===== src/design/csvt_pkg.sv =====
// ----------------------------------------------------------------------------
// csvt_pkg
// Shared types and constants for the CSV field tokenizer.
// ----------------------------------------------------------------------------
package csvt_pkg;

    localparam logic [7:0]  CHAR_CR = 8'd13;
    localparam logic [7:0]  CHAR_LF = 8'd10;

    localparam logic [7:0]  SEP_RESET     = 8'd44;
    localparam logic [7:0]  QUOTE_RESET   = 8'd34;
    localparam logic [15:0] MAXLEN_RESET  = 16'd1023;

    localparam int unsigned ADDR_BITS = 4;

    // Register indexes, taken from paddr[3:2].
    localparam logic [1:0] REG_SEP    = 2'd0;
    localparam logic [1:0] REG_QUOTE  = 2'd1;
    localparam logic [1:0] REG_MAXLEN = 2'd2;

    typedef struct packed {
        logic [7:0] in_byte;
        logic       end_of_text;
    } t_in_item;

    typedef struct packed {
        logic        has_byte;
        logic [7:0]  out_byte;
        logic        field_end;
        logic        row_end;
        logic [15:0] row_index;
        logic [9:0]  col_index;
        logic        truncated;
        logic        last_of_run;
    } t_out_item;

    typedef struct packed {
        logic [7:0]  separator_char;
        logic [7:0]  quote_char;
        logic [15:0] max_field_len;
    } t_cfg;

endpackage


===== src/design/csvt_regs.sv =====
// ----------------------------------------------------------------------------
// csvt_regs
// Configuration registers behind a simple APB-style port.
// ----------------------------------------------------------------------------
module csvt_regs (
    input  logic                           i_clk,
    input  logic                           i_rst_n,
    input  logic                           psel,
    input  logic                           penable,
    input  logic                           pwrite,
    input  logic [csvt_pkg::ADDR_BITS-1:0] paddr,
    input  logic [31:0]                    pwdata,
    output logic [31:0]                    prdata,
    output logic                           pready,
    output csvt_pkg::t_cfg                 o_cfg
);

    csvt_pkg::t_cfg r_cfg;
    logic           wr_en;
    logic [1:0]     reg_idx;

    assign pready  = 1'b1;
    assign wr_en   = psel && penable && pwrite;
    assign reg_idx = paddr[3:2];

    always_ff @(posedge i_clk) begin
        if (!i_rst_n) begin
            r_cfg.separator_char <= csvt_pkg::SEP_RESET;
            r_cfg.quote_char     <= csvt_pkg::QUOTE_RESET;
            r_cfg.max_field_len  <= csvt_pkg::MAXLEN_RESET;
        end else if (wr_en) begin
            case (reg_idx)
                csvt_pkg::REG_SEP:    r_cfg.separator_char <= pwdata[7:0];
                csvt_pkg::REG_QUOTE:  r_cfg.quote_char     <= pwdata[7:0];
                csvt_pkg::REG_MAXLEN: r_cfg.max_field_len  <= pwdata[15:0];
                default: ;
            endcase
        end
    end

    always_comb begin
        case (reg_idx)
            csvt_pkg::REG_SEP:    prdata = {24'd0, r_cfg.separator_char};
            csvt_pkg::REG_QUOTE:  prdata = {24'd0, r_cfg.quote_char};
            csvt_pkg::REG_MAXLEN: prdata = {16'd0, r_cfg.max_field_len};
            default:              prdata = 32'd0;
        endcase
    end

    assign o_cfg = r_cfg;

endmodule


===== src/design/csvt_parser.sv =====
// ----------------------------------------------------------------------------
// csvt_parser
// Parse state and the per-word step logic: one word in, at most one result.
// ----------------------------------------------------------------------------
module csvt_parser #(
    parameter int ROW_BITS = 16,
    parameter int COL_BITS = 10
) (
    input  logic                i_clk,
    input  logic                i_rst_n,
    input  logic                i_fire,
    input  csvt_pkg::t_in_item  i_item,
    input  csvt_pkg::t_cfg      i_cfg,
    output logic                o_res_valid,
    output csvt_pkg::t_out_item o_res
);

    typedef enum logic [1:0] {
        MODE_START  = 2'd0,
        MODE_PLAIN  = 2'd1,
        MODE_QUOTED = 2'd2,
        MODE_QCLOSE = 2'd3
    } t_mode;

    t_mode               r_mode, n_mode;
    logic                r_open, n_open;
    logic                r_after_cr, n_after_cr;
    logic                r_line, n_line;
    logic [15:0]         r_len, n_len;
    logic                r_trunc, n_trunc;
    logic [ROW_BITS-1:0] r_row, n_row;
    logic [COL_BITS-1:0] r_col, n_col;

    logic [7:0]  b;
    logic        is_brk;
    logic        is_sep;
    logic        is_quote;
    logic        do_content;
    logic        do_emit;
    logic        emit_has;
    logic        emit_fe;
    logic        emit_re;
    logic [15:0] row_ext;
    logic [9:0]  col_ext;

    assign b        = i_item.in_byte;
    assign is_brk   = (b == csvt_pkg::CHAR_CR) || (b == csvt_pkg::CHAR_LF);
    assign is_sep   = (b == i_cfg.separator_char);
    assign is_quote = (b == i_cfg.quote_char);
    assign row_ext  = 16'(r_row);
    assign col_ext  = 10'(r_col);

    always_comb begin
        n_mode     = r_mode;
        n_open     = r_open;
        n_after_cr = r_after_cr;
        n_line     = r_line;
        n_len      = r_len;
        n_trunc    = r_trunc;
        n_row      = r_row;
        n_col      = r_col;
        do_content = 1'b0;
        do_emit    = 1'b0;
        emit_has   = 1'b0;
        emit_fe    = 1'b0;
        emit_re    = 1'b0;

        if (i_item.end_of_text) begin
            do_emit    = r_line || r_open;
            emit_fe    = r_open;
            emit_re    = 1'b1;
            n_mode     = MODE_START;
            n_open     = 1'b0;
            n_after_cr = 1'b0;
            n_line     = 1'b0;
            n_len      = 16'd0;
            n_trunc    = 1'b0;
            n_row      = '0;
            n_col      = '0;
        end else begin
            n_after_cr = 1'b0;
            // An LF that directly follows a row-ending CR is swallowed.
            if (!(r_after_cr && b == csvt_pkg::CHAR_LF)) begin
                if (r_mode == MODE_QUOTED) begin
                    if (is_quote) begin
                        n_mode = MODE_QCLOSE;
                    end else begin
                        do_content = 1'b1;
                    end
                end else if (r_mode == MODE_QCLOSE && is_quote) begin
                    n_mode     = MODE_QUOTED;
                    do_content = 1'b1;
                end else if (is_brk) begin
                    do_emit    = 1'b1;
                    emit_fe    = r_open;
                    emit_re    = 1'b1;
                    if (!(&r_row)) begin
                        n_row = r_row + 1'b1;
                    end
                    n_col      = '0;
                    n_mode     = MODE_START;
                    n_open     = 1'b0;
                    n_len      = 16'd0;
                    n_trunc    = 1'b0;
                    n_line     = 1'b0;
                    n_after_cr = (b == csvt_pkg::CHAR_CR);
                end else if (is_sep) begin
                    do_emit = 1'b1;
                    emit_fe = 1'b1;
                    if (!(&r_col)) begin
                        n_col = r_col + 1'b1;
                    end
                    n_mode  = MODE_START;
                    n_open  = 1'b0;
                    n_len   = 16'd0;
                    n_trunc = 1'b0;
                    n_line  = 1'b1;
                end else if (r_mode == MODE_START && is_quote) begin
                    n_mode = MODE_QUOTED;
                    n_open = 1'b1;
                    n_line = 1'b1;
                end else begin
                    n_mode     = MODE_PLAIN;
                    do_content = 1'b1;
                end
            end

            if (do_content) begin
                n_line = 1'b1;
                n_open = 1'b1;
                if (r_len >= i_cfg.max_field_len) begin
                    n_trunc = 1'b1;
                end else begin
                    n_len    = r_len + 16'd1;
                    do_emit  = 1'b1;
                    emit_has = 1'b1;
                end
            end
        end
    end

    // Results carry the row, column and truncation state seen before the update.
    always_comb begin
        o_res_valid       = i_fire && do_emit;
        o_res.has_byte    = emit_has;
        o_res.out_byte    = emit_has ? b : 8'd0;
        o_res.field_end   = emit_fe;
        o_res.row_end     = emit_re;
        o_res.row_index   = row_ext;
        o_res.col_index   = col_ext;
        o_res.truncated   = r_trunc;
        o_res.last_of_run = 1'b1;
    end

    always_ff @(posedge i_clk) begin
        if (!i_rst_n) begin
            r_mode     <= MODE_START;
            r_open     <= 1'b0;
            r_after_cr <= 1'b0;
            r_line     <= 1'b0;
            r_len      <= 16'd0;
            r_trunc    <= 1'b0;
            r_row      <= '0;
            r_col      <= '0;
        end else if (i_fire) begin
            r_mode     <= n_mode;
            r_open     <= n_open;
            r_after_cr <= n_after_cr;
            r_line     <= n_line;
            r_len      <= n_len;
            r_trunc    <= n_trunc;
            r_row      <= n_row;
            r_col      <= n_col;
        end
    end

endmodule


===== src/design/csv_field_tokenizer_core.sv =====
// ----------------------------------------------------------------------------
// csv_field_tokenizer_core
// A word passes from the input register r_in via the parse step into r_out.
// It takes one word per cycle unless a stalled result holds the parse step.
// Each word yields at most one result; words that yield none leave r_out empty.
// Reset (i_rst_n low, synchronous) empties the pipeline, clears the parser
// and loads the register defaults.
// ----------------------------------------------------------------------------
module csv_field_tokenizer_core #(
    parameter int ROW_BITS = 16,
    parameter int COL_BITS = 10
) (
    input  logic                           i_clk,
    input  logic                           i_rst_n,
    input  logic                           i_in_valid,
    output logic                           o_in_stall,
    input  csvt_pkg::t_in_item             i_in_data,
    output logic                           o_out_valid,
    input  logic                           i_out_stall,
    output csvt_pkg::t_out_item            o_out_data,
    input  logic                           psel,
    input  logic                           penable,
    input  logic                           pwrite,
    input  logic [csvt_pkg::ADDR_BITS-1:0] paddr,
    input  logic [31:0]                    pwdata,
    output logic [31:0]                    prdata,
    output logic                           pready
);

    csvt_pkg::t_cfg      cfg;
    csvt_pkg::t_in_item  r_in;
    logic                r_in_valid;
    csvt_pkg::t_out_item r_out;
    logic                r_out_valid;
    csvt_pkg::t_out_item res;
    logic                res_valid;
    logic                adv;
    logic                fire;
    logic                in_acc;

    // The parse stage moves whenever the result register is free or being taken.
    assign adv        = !r_out_valid || !i_out_stall;
    assign fire       = r_in_valid && adv;
    assign o_in_stall = r_in_valid && !adv;
    assign in_acc     = i_in_valid && !o_in_stall;

    csvt_regs u_regs (
        .i_clk   (i_clk),
        .i_rst_n (i_rst_n),
        .psel    (psel),
        .penable (penable),
        .pwrite  (pwrite),
        .paddr   (paddr),
        .pwdata  (pwdata),
        .prdata  (prdata),
        .pready  (pready),
        .o_cfg   (cfg)
    );

    csvt_parser #(
        .ROW_BITS (ROW_BITS),
        .COL_BITS (COL_BITS)
    ) u_parser (
        .i_clk       (i_clk),
        .i_rst_n     (i_rst_n),
        .i_fire      (fire),
        .i_item      (r_in),
        .i_cfg       (cfg),
        .o_res_valid (res_valid),
        .o_res       (res)
    );

    always_ff @(posedge i_clk) begin
        if (!i_rst_n) begin
            r_in_valid <= 1'b0;
        end else if (adv || !r_in_valid) begin
            r_in_valid <= in_acc;
        end
    end

    always_ff @(posedge i_clk) begin
        if (in_acc) begin
            r_in <= i_in_data;
        end
    end

    always_ff @(posedge i_clk) begin
        if (!i_rst_n) begin
            r_out_valid <= 1'b0;
        end else if (adv) begin
            r_out_valid <= res_valid;
        end
    end

    always_ff @(posedge i_clk) begin
        if (adv && res_valid) begin
            r_out <= res;
        end
    end

    assign o_out_valid = r_out_valid;
    assign o_out_data  = r_out;

endmodule


===== config.mk =====
export PLATFORM = sky130hd
export DESIGN_NAME = csv_field_tokenizer_core
export DESIGN_NICKNAME = d
export VERILOG_FILES = /design/src/design/csvt_pkg.sv /design/src/design/csvt_regs.sv /design/src/design/csvt_parser.sv /design/src/design/csv_field_tokenizer_core.sv
export SDC_FILE = /design/constraint.sdc
export NUM_CORES = 1
export LEC_CHECK = 0
export BUFFER_PORTS_ARGS = -buffer_cell sky130_fd_sc_hd__buf_4
export CAP_MARGIN = 10
export CORE_MARGIN = 3
export CORE_UTILIZATION = 56
export DETAILED_ROUTE_END_ITERATION = 7
export PLACE_DENSITY = 0.8
export SLEW_MARGIN = 10
export SYNTH_ARGS = -nofsm -noshare
export SYNTH_HDL_FRONTEND = slang
export SYNTH_HIERARCHICAL = 1
export SYNTH_SLANG_ARGS = --single-unit

===== constraint.sdc =====
create_clock -name i_clk -period 6.4 [get_ports i_clk]
set_clock_uncertainty 0.1 [all_clocks]
set_input_delay 0.96 -clock i_clk [delete_from_list [all_inputs] [get_ports i_clk]]
set_output_delay 0.96 -clock i_clk [all_outputs]
set_load 0.02 [all_outputs]

==> results of run 1 <==
## metrics by stage
stage / cells / instance area, µm² / hold WS [ps] / utilization, % / setup slack (ps)
after global routing: 917 / 7850 / 350 / 68.4 / 2370
after CTS: 916 / 7820 / 346 / 68.2 / 2470
final: 917 / 7850 / 342 / 68.4 / 2640
after floorplan: 700 / 6660 / 326 / - / 884
after detailed placement: 884 / 7210 / 332 / 62.9 / 2510
after global placement: 884 / 7210 / 329 / 62.9 / 2670
## power by group
part | switching, W | total [W] | leakage (nW) | internal [W]
logic | 0.0000968 | 0.000157 | 1.76 | 0.0000605
clock network | 0.000373 | 0.000991 | 0.289 | 0.000618
registers | 0.0000159 | 0.000895 | 1.10 | 0.000879
## flip-flops by register name (all words and copies together) (netlist names)
signal and cells:
u_parser/r_row 16, u_parser/r_trunc 1, u_parser/col_ext 10, r_in_valid 1, u_parser/r_open 1, u_parser/r_line 1
u_parser/r_len 16, u_parser/r_after_cr 1, r_in 9, u_regs/o_cfg 32, o_out_data 39, o_out_valid 1
u_parser/r_mode 2
## routing by layer
metal | global-route usage [%] | routed length, µm
met5 | 0 | 0
met3 | 5.55 | 885
met2 | 39.7 | 7560
met4 | 8.39 | 267
met1 | 28.6 | 6370
## worst max path at each step
stage	from	endpoint	slack, ps
after global routing	r_in[5]	o_out_data[29]	2370
final	u_parser/r_len[0]	o_out_data[23]	2640
after global placement	r_in[5]	o_out_data[34]	2670
after floorplan	u_parser/r_len[0]	o_out_data[0]	880
after CTS	u_parser/r_len[0]	o_out_data[30]	2470
after detailed placement	u_parser/r_len[0]	o_out_data[34]	2510
## layout make-up
cell class / instances / area share [%]
Sequential cell: 130 / 39.3
Multi-Input combinational cell: 483 / 39.7
Clock inverter: 14 / 2.26
Clock buffer: 18 / 5.47
Inverter: 33 / 1.58
Timing Repair Buffer: 96 / 9.44
Tap cell: 143 / 2.28
## cells in the final DEF (no fill, tap or decap), drive strengths merged, types with 5 or more instances in the layout
cell,count
o21ai,26
or4,10
nand2,72
dfxtp,82
and3,16
nor2,37
and2,21
nor3,19
inv,37
ha,19
edfxtp,48
a221o,5
or3,9
mux2i,30
buf,96
xnor2,16
a21oi,44
o211ai,7
clkbuf,18
nor2b,13
conb,18
a21o,5
nand4,12
nand3,30
o31ai,6
xor2,10
nor4,5
nand2b,5
## worst max-delay path: cells and delay by family (launching register included)
family / cells / cell delay (ps)
AOI/OAI and AO/OA: 4 / 1660
adders and majority gates: 1 / 270
buffers and inverters: 2 / 320
DFF: 1 / 390
and+or+nand+nor: 3 / 720
## cell families (layout without fill, tap and decap cells)
family / count (synthesis) / count (layout) / share of synthesized area, %
mux: 33 / 33 / 5.06
buf+inv: 87 / 161 / 7.11
simple gates: 261 / 261 / 20.6
flops: 130 / 130 / 46.7
fa+ha+maj: 19 / 19 / 3.60
other cells: 3 / 18 / 0.171
xor+xnor: 26 / 26 / 3.45
compound gates: 126 / 126 / 13.3
==> impl_results.md, run 1 <==
- Final Total Pwr: ~0.0020 W
- Max Root-Sink Buffers: 2
- Synth Warn #: 6
- Worst Hold Path EP: o_out_data[1]
- Fin. max-slew vios: 0
- Initial Util: ~58%
- Minimum clock period after layout: between 3000 and 4000 ps
- Reg2reg setup slack: 2640 ps
- Die width: approximately 110 µm
- Die Ht: approximately 110 µm
- Drt wl/cell: about 16 µm
- Slowest cell on crit path: a21boi_4
- # rows: 39
- Post-synth ARST share: 0%
- Critical path arrival: 3780 ps
- Worst min-delay path category: reg -> reg
- CP endpoint kind: flop
- Clk root buf: clkbuf_16
- RSZ-0062 raised after global routing: false
- Setup bufs post-CTS: 0
- Top cells by area, synth: dfxtp_1, edfxtp_1, mux2i_1, nand2_1, ha_1
- Leak: around 3.2 nW
- Antenna viol nets, final: 0
- Worst slew margin: 31.8%
- Period utilization: between 50% and 60%
- Status: completed
- # diodes: 0
- Die Area: 13100 µm²
- Boundary pin count: ~130
- Critical Path Fanout Max: 20
- # hold bufs at CTS: 0
- Mapped Avg Cell Area: between 9 and 10 µm²
- Port bufs: 90
- Vias in the first global route: 5138
- FF-to-FF End: o_out_data[23]
- Worst-path clk slew: about 60 ps
- H-tree Lvls: 4
- Crit-path max cell delay: 700 ps
- Synthesized instance count: 685
- CP cell instances: inv_1, ha_1, nand2b_1, a2111oi_0, or4b_1, and4b_1, a211oi_2, a211oi_1, a21boi_4, buf_16
- Resized cells post-CTS: 0
- Synth cell count leaders: dfxtp_1, nand2_1, edfxtp_1
- Yosys cell types: between 60 and 70
- Initial antenna violation count: 0
- Worst Setup Start Kind: flop
- Hold depth: 0
- Clock sinks: 130
- TNS Setup: 0 ps
- Synth Register Bits: 130
- First-pass GRT wire length: ~24 mm
- Multi-input gate area: roughly 3100 µm²
- Dominant synthesized flop cell: dfxtp_1
- FF+latch area: around 3000 µm²
- Aggregate global-route resource usage: a little under a quarter
- Clock buffer count from CTS: 17
- Fin nets: approximately 830
- Gpl congestion: about 0.93
- Worst VDD drop: 309 µV
- Power per cell area: about 260 nW/µm²
- Total wire length: ~15 mm
- Layout area overhead: 18.9%
- TritonRoute pass-1 iters: 5
- Clk_lat worst skew: between 400 and 500 ps
- Detailed Place HPWL: between 10 and 15 mm
- DRC: 0
- Worst slew pin tran: approximately 1000 ps
- Required time of the critical path: 6420 ps
- Worst hold path startpoint: u_parser/r_trunc
- Overflow after GRT: 0
- Synthesized area: 6600 µm²
- Via density: a little under 6
- Iter 0 DRT Violations: around 370
- Max Cap Violations: 0
- Vias: between 5000 and 6000
- CTS tree: yes
- Seq/Total Area, Yosys: around 47%
- Largest net degree at the start of global routing: 58
- Fmax achieved: ~270 MHz
- Worst reg2reg path startpoint: u_parser/r_len[0]
- FILL cells: around 900
- Worst r2r path cells: 10
- Core box area: 11500 µm²
- Share of the synthesized area in the top cell type: between 20% and 30%
- Post-synth EDFFs: 48
- Most numerous cell in the Yosys netlist: dfxtp_1
- Critical path class: reg -> reg
- Final Hold Viols: 0
- Final setup vio count: 0
- Area leader, netlist: dfxtp_1
- Share of cells above drive strength 1: between 10% and 20%
Note: power is estimated with default switching activity, not from simulation.
==> run 2, diff against run 1 <==
- clock period: 6.4 -> 3.88 ns (I/O delays scaled with it)
==> run 2 against run 1 <==
- maximum frequency is 18% higher
- worst hold slack worse by 100 ps
- clock power is 54% higher
- combinational power is 65% higher
- clock-buffer cell count is 3 higher
- critical path type unchanged
- highest routed layer unchanged
==> impl_results.md, run 2 (synthesis results as in run 1) <==
- Status: completed
- Leak: about 3.1 nW
- Core box area: ~11000 µm²
- CP endpoint kind: flop
- DRC: 0
- CTS tree: yes
- Vias in the first global route: ~5200
- Detailed Place HPWL: 10.5 mm
- Commonest non-fill, non-tap cell in the layout: buf_4
- Period utilization: 82.6%
- Worst reg2reg path startpoint: u_parser/r_len[0]
- Drt wl/cell: 16.2 µm
- TNS Setup: 0 ps
- Final Hold Viols: 0
- Overflow after GRT: 0
- Critical path class: reg -> reg
- Worst slew pin tran: 908 ps
- Die Ht: between 100 and 150 µm
- Worst min-delay path category: in -> reg
- Fin cells: ~920
- Share of cells above drive strength 1: a little under a fifth
- Clock buffer count from CTS: 17
- Fin. max-slew vios: 0
- Clk root buf: clkbuf_16
- Resized cells post-CTS: 0
- Initial Util: 57.6%
- Layout area overhead: 18.4%
- Critical path arrival: about 3200 ps
- Boundary pin count: between 100 and 150
- RSZ-0062 raised after global routing: false
- Port bufs: 90
- TritonRoute pass-1 iters: 4
- Via density: 5.77
- Required time of the critical path: 3890 ps
- # rows: 39
- Power per cell area: between 400 and 500 nW/µm²
- Commonest non-fill, non-tap cells in the layout: buf_4, dfxtp_1, nand2_1, edfxtp_1, a21oi_1
- Worst slew margin: between 30 and 40%
- Setup bufs post-CTS: 0
- Initial antenna violation count: 0
- Inst Count DP: 886
- Worst VDD drop: approximately 380 µV
- Critical Path Fanout Max: 37
- Antenna viol nets, final: 0
- First-pass GRT wire length: about 25 mm
- Final setup vio count: 0
- Clk_lat worst skew: roughly 420 ps
- Clock sinks: 130
- Fmax achieved: ~310 MHz
- Max reg flops: 39
- Die width: 115 µm
- Total wire length: between 10 and 15 mm
- Iter 0 DRT Violations: 363
- Worst-path clk slew: about 60 ps
- Gpl congestion: between 0.9 and 1
- Aggregate global-route resource usage: around a quarter
- Worst Setup Start Kind: flop
- Critical Path Start: u_parser/r_len[0]
- # hold bufs at CTS: 0
- Fin nets: about 830
- Vias: roughly 5300
- Largest net degree at the start of global routing: slightly below 60
- Worst hold path startpoint: i_in_data[3]
- Minimum clock period after layout: around 3200 ps
- Max Cap Violations: 0
- Max Root-Sink Buffers: 2
- H-tree Lvls: 4
- # diodes: 0
- Die Area: 13100 µm²
run 2: final cells by class:
| type | instances | area, µm² |
|---|---|---|
| timing repair buffer | 97 | 741 |
| tap | 143 | 179 |
| clock inverter | 11 | 113 |
| clock buffer | 21 | 460 |
| multi-input combinational | 483 | 3120 |
| inverter | 33 | 124 |
| sequential | 130 | 3080 |
| fill | 877 | 3650 |
run 2: critical path, cell delays in order (launching register included):
cell and delay, ps:
dfxtp_1 370, inv_1 60, ha_1 260, nand2b_1 150, a2111oi_0 380, or4b_1 230, and4b_1 330, a211oi_2 130
a211oi_1 320, a21boi_4 300, buf_12 250
run 2: per-stage QoR:
step	worst slack, ps	hold slack, ps	instance area [µm²]	power, W	util, %
final	677	242	7820	0.00327	68.2
after detailed placement	700	322	7240	0.00176	63.2
after global routing	440	220	7820	0.00338	68.2
after global placement	786	319	7240	0.00175	63.2
after CTS	691	223	7820	0.00329	68.2
after floorplan	213	326	6660	0.00168	-
run 2: final timing paths:
check / endpoint / slack (ps) / cells past startpoint
setup / recovery: o_out_data[9] / 680 / 10
hold / removal: r_in[3] / 240 / 1
setup reg to reg: o_out_data[9] / 680 / 10
hold reg to reg: o_out_data[1] / 340 / 0
run 2: per-layer routing:
layer / vias up / share of wire (%) / track usage [%]
met3: 24 / 5.9 / 6.13
met5: - / 0 / 0
met4: 0 / 1.8 / 9.42
met2: 180 / 50 / 40.0
met1: 2514 / 42 / 28.9
li1: 2577 / - / -
run 2: report_power, final:
group          leakage (nW)  switching (W)  internal, W
Sequential             1.10      0.0000256      0.00145
Combinational          1.76       0.000159    0.0000995
Clock                 0.272       0.000563     0.000969
